### config.mk
export PLATFORM = sky130hd
export DESIGN_NAME = brf_cmd_queue
export DESIGN_NICKNAME = d
export VERILOG_FILES = /design/src/hdl/brf_pkg.sv /design/src/hdl/brf_cmd_queue.sv
export SDC_FILE = /design/constraint.sdc
export NUM_CORES = 1
export LEC_CHECK = 0
export BUFFER_PORTS_ARGS = -buffer_cell sky130_fd_sc_hd__buf_2
export CAP_MARGIN = 20
export CORE_MARGIN = 3
export CORE_UTILIZATION = 58
export CTS_CLUSTER_DIAMETER = 100
export DETAILED_ROUTE_END_ITERATION = 7
export GPL_TIMING_DRIVEN = 0
export PLACE_DENSITY = 0.92
export SLEW_MARGIN = 20
export SYNTH_ARGS = -nofsm -noshare
export SYNTH_HDL_FRONTEND = slang
export SYNTH_SLANG_ARGS = --single-unit
### constraint.sdc
create_clock -name clock -period 7.95 [get_ports clock]
set_input_delay 1.9875 -clock clock [delete_from_list [all_inputs] [get_ports clock]]
set_output_delay 1.9875 -clock clock [all_outputs]
set_load 0.02 [all_outputs]
### src/hdl/brf_pkg.sv
// Shared constants and types for the byte ring FIFO with search.
package brf_pkg;

   localparam int unsigned DEPTH_DEFAULT = 16384;
   localparam int unsigned DEFAULT_LEN   = 10240;
   localparam int unsigned RESET_LEN     = 16384;

   typedef enum logic [2:0] {
      CMD_PUSH    = 3'd0,
      CMD_POP     = 3'd1,
      CMD_PEEK    = 3'd2,
      CMD_DISCARD = 3'd3,
      CMD_SKIP    = 3'd4,
      CMD_SEARCH  = 3'd5
   } cmd_type;

   // Decoded command as it travels from the front part to the back part.
   typedef struct packed {
      logic [2:0]  cmd;
      logic [7:0]  data_in;
      logic [14:0] count;
      logic [31:0] pattern;
   } entry_type;

   localparam int unsigned ENTRY_W = $bits(entry_type);

endpackage

### src/hdl/brf_cmd_queue.sv
// Short command queue between the front part and the execution engine.
module brf_cmd_queue
   import brf_pkg::*;
(
   input  logic      clock,
   input  logic      reset,
   input  logic      push,
   input  entry_type push_data,
   output logic      full,
   input  logic      pop,
   output entry_type pop_data,
   output logic      empty
);

   entry_type   slot_ff [2];
   entry_type   slot_in [2];
   logic [1:0]  cnt_ff, cnt_in;
   logic        do_push, do_pop;

   assign full     = (cnt_ff == 2'd2);
   assign empty    = (cnt_ff == 2'd0);
   assign pop_data = slot_ff[0];
   assign do_push  = push && !full;
   assign do_pop   = pop && !empty;

   always_comb begin
      slot_in[0] = slot_ff[0];
      slot_in[1] = slot_ff[1];
      cnt_in     = cnt_ff;
      if (do_pop) begin
         slot_in[0] = slot_ff[1];
         cnt_in     = cnt_in - 2'd1;
      end
      if (do_push) begin
         if ((do_pop ? cnt_ff - 2'd1 : cnt_ff) == 2'd0) begin
            slot_in[0] = push_data;
         end else begin
            slot_in[1] = push_data;
         end
         cnt_in = cnt_in + 2'd1;
      end
   end

   always_ff @(posedge clock) begin
      if (reset) begin
         cnt_ff <= 2'd0;
      end else begin
         cnt_ff <= cnt_in;
      end
      slot_ff[0] <= slot_in[0];
      slot_ff[1] <= slot_in[1];
   end

   assert property (@(posedge clock) disable iff (reset) cnt_ff != 2'd3)
      else $error("queue count out of range");
   assert property (@(posedge clock) disable iff (reset)
      full && !pop |=> full)
      else $error("full queue lost an entry without a pop");
   assert property (@(posedge clock) disable iff (reset)
      empty && !push |=> empty)
      else $error("empty queue gained an entry without a push");

endmodule

* Word level (Yosys, flattened, before mapping)
Memories as Yosys holds them, arrays and structs flattened.
Index checks and enable logic that the tools add are counted.
** Storage, ports and cells
- Word-level logic and storage cells :: 17
- Flip-flop bits (word level) :: 2
- Memories :: 1
- Bits in writable memories :: 116
** Memory list
- slot_ff :: words 2, bits a word 58, rd ports 2, clocked after Yosys merged registers in 0, wr ports 2, RTL line brf_cmd_queue.sv:15 : entry_type slot_ff [2];
** Operators by class
- Reduce and logical (&&, ||, !) cells :: 6
- Eq/ne operators :: 1
- Add/sub/neg operators :: 2
- Muxes and demuxes :: 6
** Operators with widths (number)
- 2-to-1 mux 58 bit :: 3
- 2-to-1 mux 116 bit :: 1
- logical NOT 2 bit :: 2
- 2-to-1 mux 2 bit :: 2
- adder 2 x 1 -> 2 bit (second input constant) :: 1
- == test 2 bit (second input constant) :: 1
- logical AND 1 bit :: 2
- logical NOT 1 bit :: 2
- subtractor 2 x 1 -> 2 bit (second input constant) :: 1

* Logic depth before layout (Yosys ltp)
- Word-level depth :: 7
- Depth in mapped cells :: 11

* Least setup slack after synthesis
No wires, ideal clock.
- Path kind :: in2reg
- Start point :: in pop
- End point :: mem slot_ff[0][100] in the netlist's numbering (enable)
- Path buffers :: 2
- Path slack :: 2179 ps
- Cell stages on the path :: 6
- Setup time :: 474 ps
- Data arrival time :: 5298 ps
- Path through :: nand2b_4 buf_12 buf_12 mux2_4 ha_1 nor2_1
** RTL lines
- start: declaration :: RTL line brf_cmd_queue.sv:10 : input logic pop,
- end: declaration :: RTL line brf_cmd_queue.sv:15

==> qor.csv <==
stage,metric,value,unit
setup_path,critPathBufInv,5,
yosys,synth_top_area_cell,mux2_4,
flow_run,maxCapViolations,0,
sta,worstMarginPinSlew,684,ps
setup_path,crit_path_end_kind,register,
detailed_routing,routed_wl,10.0,mm
setup_path,cp_data_required_time,8160,ps
die,rows,34,
clock_tree,htree_levels,4,
yosys,syn_area,5460,um^2
setup_path,crit_top_cell,buf_12,
global_routing,grt_pass1_vias,3215,
clock_tree,path_clk_slew,60,ps
min_path,hold_start,slot_ff[0][63],
setup_path,worstPathCellList,buf_2 > nand2b_4 > buf_12 > buf_12 > mux2_4 > ha_1 > nor2_4 > buf_12 > buf_16,
yosys,yosys_register_bits,118,
setup_path,cp_num_cells,9,
global_routing,track_usage,0.199,
clock_tree,cts_buffers,17,
setup_path,arrival,4080,ps
setup_path,path_delay_family,buffers and inverters,
yosys,ys.flop_type,dfxtp_1,
min_path,hp-class,reg2reg,
setup_path,crit_path_max_incr_delay,570,ps
clock_tree,clock_sinks,118,
clock_tree,post_cts_resized,0,
yosys,synth_cells,322,
clock_tree,insertion_delay,500,ps
detailed_routing,drt_iter0_drc,54,
outcome,status,"finished, final reports clean",
yosys,avgSynthCellArea,16.9,um^2
detailed_routing,via_per_inst,4.96,
detailed_routing,dr_total_vias,2903,
sta,max_freq,258,MHz
yosys,ys_types,18,
pwr,leakage,3.29,nW
die,die_h,103,um
detailed_routing,routedWlPerCell,17.1,um
finish,num-nets-final,529,
place,dp_hpwl,6.81,mm
yosys,synth_nets,387,
die,die_area,10600,um^2
global_routing,grt-ovfl-total,0,
setup_path,crit_type,in2reg,
sta,setup_tns,0,ps
die,initial_core_util,0.611,
clock_tree,clock_path_buffers,2,
global_routing,antenna_found_initial,0,
sta,rsz0062_at_grt,false,
setup_path,cp_max_fo,23,
setup_path,startpoint_type,input pin,
setup_path,crit_start,pop,
yosys,synth_enable_flop_cells,58,
detailed_routing,drtPass1Iterations,5,
clock_tree,cts_tree,yes,
yosys,seq_area_frac_synth,0.539,
setup_path,critical_path.slowest_cell,nor2_4,
clock_tree,root_buffer,clkbuf_8,
sta,relSlewSlack,0.543,
die,die_w,103,um
sta,period_share,0.487,
setup_path,r2r_start,cnt_ff[0],
sta,setup_ws,4070,ps
yosys,synth.top_cell.area_share,0.322,
die,core_area,8930,um^2
sta,finalClockSkew,7.55,ps
detailed_routing,ant_nets,0,
yosys,yosysMostFrequentCell,mux2_4,
detailed_routing,drc_errors,0,
setup_path,regToRegEndpoint,slot_ff[0][89],
sta,finalHoldViolations,0,
finish,drive_gt1_frac,0.730,
yosys,netlist_top_cells_count,"mux2_4 (117), dfxtp_1 (60), buf_4 (59)",
global_routing,grt_pass1_wl,16.0,mm
clock_tree,cts_setup_buffers,0,
yosys,async_flop_share,0,
place,gp_congestion,0.695,
finish,diodes,0,
finish,syn2layout_area_growth,24.3,%
setup_path,r2r_slack,4990,ps
clock_tree,cts_hold_buf,0,
die,io_pins,122,
sta,fin_crit,3880,ps
pwr,p_per_area,520,nW/um^2
place,io_buffers,121,
pwr,peakVddDrop,0.294,mV
setup_path,crit_end,slot_ff[0][89],
global_routing,grt_max_degree,24,
place,pre_cts_ws,3540,ps
sta,finalMaxSlewViolations,0,
sta,setup_viol,0,
setup_path,reg2reg_depth,10,
yosys,yosysWarnings,0,
yosys,ys_top_cells_by_area,"mux2_4 (32%), edfxtp_1 (32%), dfxtp_1 (22%)",
==> layout make-up <==
| class | instances | area, um^2 |
|---|---|---|
| fillers | 547 | 2150 |
| clock buffers | 18 | 428 |
| multi-input cells | 131 | 1890 |
| plain buffers | 71 | 621 |
| well taps | 108 | 135 |
| inverters | 2 | 7.51 |
| clock inverters | 14 | 104 |
| flip-flops and latches | 118 | 2940 |
| repair buffers | 123 | 653 |
==> per-layer routing <==
metal | GRT usage | vias to the layer above | wire, um
met5 | 0 | - | 0
met4 | 0.0697 | 0 | 95
met3 | 0.0758 | 14 | 663
met2 | 0.330 | 107 | 5140
met1 | 0.237 | 1405 | 4130
li1 | - | 1377 | -
==> cell families after synthesis <==
| logic type | after synthesis | share of synthesized area |
|---|---|---|
| muxes | 118 | 0.324 |
| xor gates and xnor gates | 1 | 0.00161 |
| and+or+nand+nor | 8 | 0.0108 |
| AOI/OAI and AO/OA | 1 | 0.00229 |
| adders and majority gates | 3 | 0.00688 |
| DFF | 118 | 0.539 |
| buffers and inverters | 73 | 0.115 |
==> where the power goes <==
group / internal (mW) / switching, mW
logic: 1.07 / 0.728
clock network: 0.392 / 0.285
registers: 0.938 / 0.114
total: 2.40 / 1.13
==> placed cells by master, fill, tap and decap left out, drive strengths merged, types with 2 or more instances in the layout <==
master / netlist / layout
ha: 3 / 3
nor2: 3 / 3
inv: 2 / 5
nand2b: 2 / 2
clkinv: 0 / 3
mux2: 118 / 118
clkbuf: 0 / 18
dfxtp: 60 / 60
buf: 71 / 194
edfxtp: 58 / 58
clkinvlp: 0 / 8
==> metrics by stage <==
step	hold WS [ps]	util	power [mW]	instance area, um^2	std cells
2_1_floorplan	575	-	2.48	5460	322
3_3_place_gp	582	0.694	2.77	6200	551
5_1_grt	624	0.759	3.70	6780	585
4_1_cts	606	0.759	3.55	6780	585
6_report	601	0.759	3.53	6780	585
3_5_place_dp	586	0.700	2.86	6250	553
==> registers in the layout, indices dropped and copies added (netlist names) <==
signal / flops
slot_ff: 116
cnt_ff: 2
==> worst min-delay path: stages (launching register included) <==
cell and delay, ps:
edfxtp_1 320, mux2_4 140, mux2_4 120
==> worst min-delay path by stage <==
stage | end | slack [ps] | cells after the start
floorplan | slot_ff[0][0] | 570 | 2
global placement | slot_ff[0][16] | 580 | 2
detailed placement | slot_ff[0][36] | 590 | 2
CTS | slot_ff[0][5] | 610 | 2
global route | slot_ff[0][30] | 620 | 2
finish | slot_ff[0][5] | 600 | 2
Power figures use the tool's default switching activity.
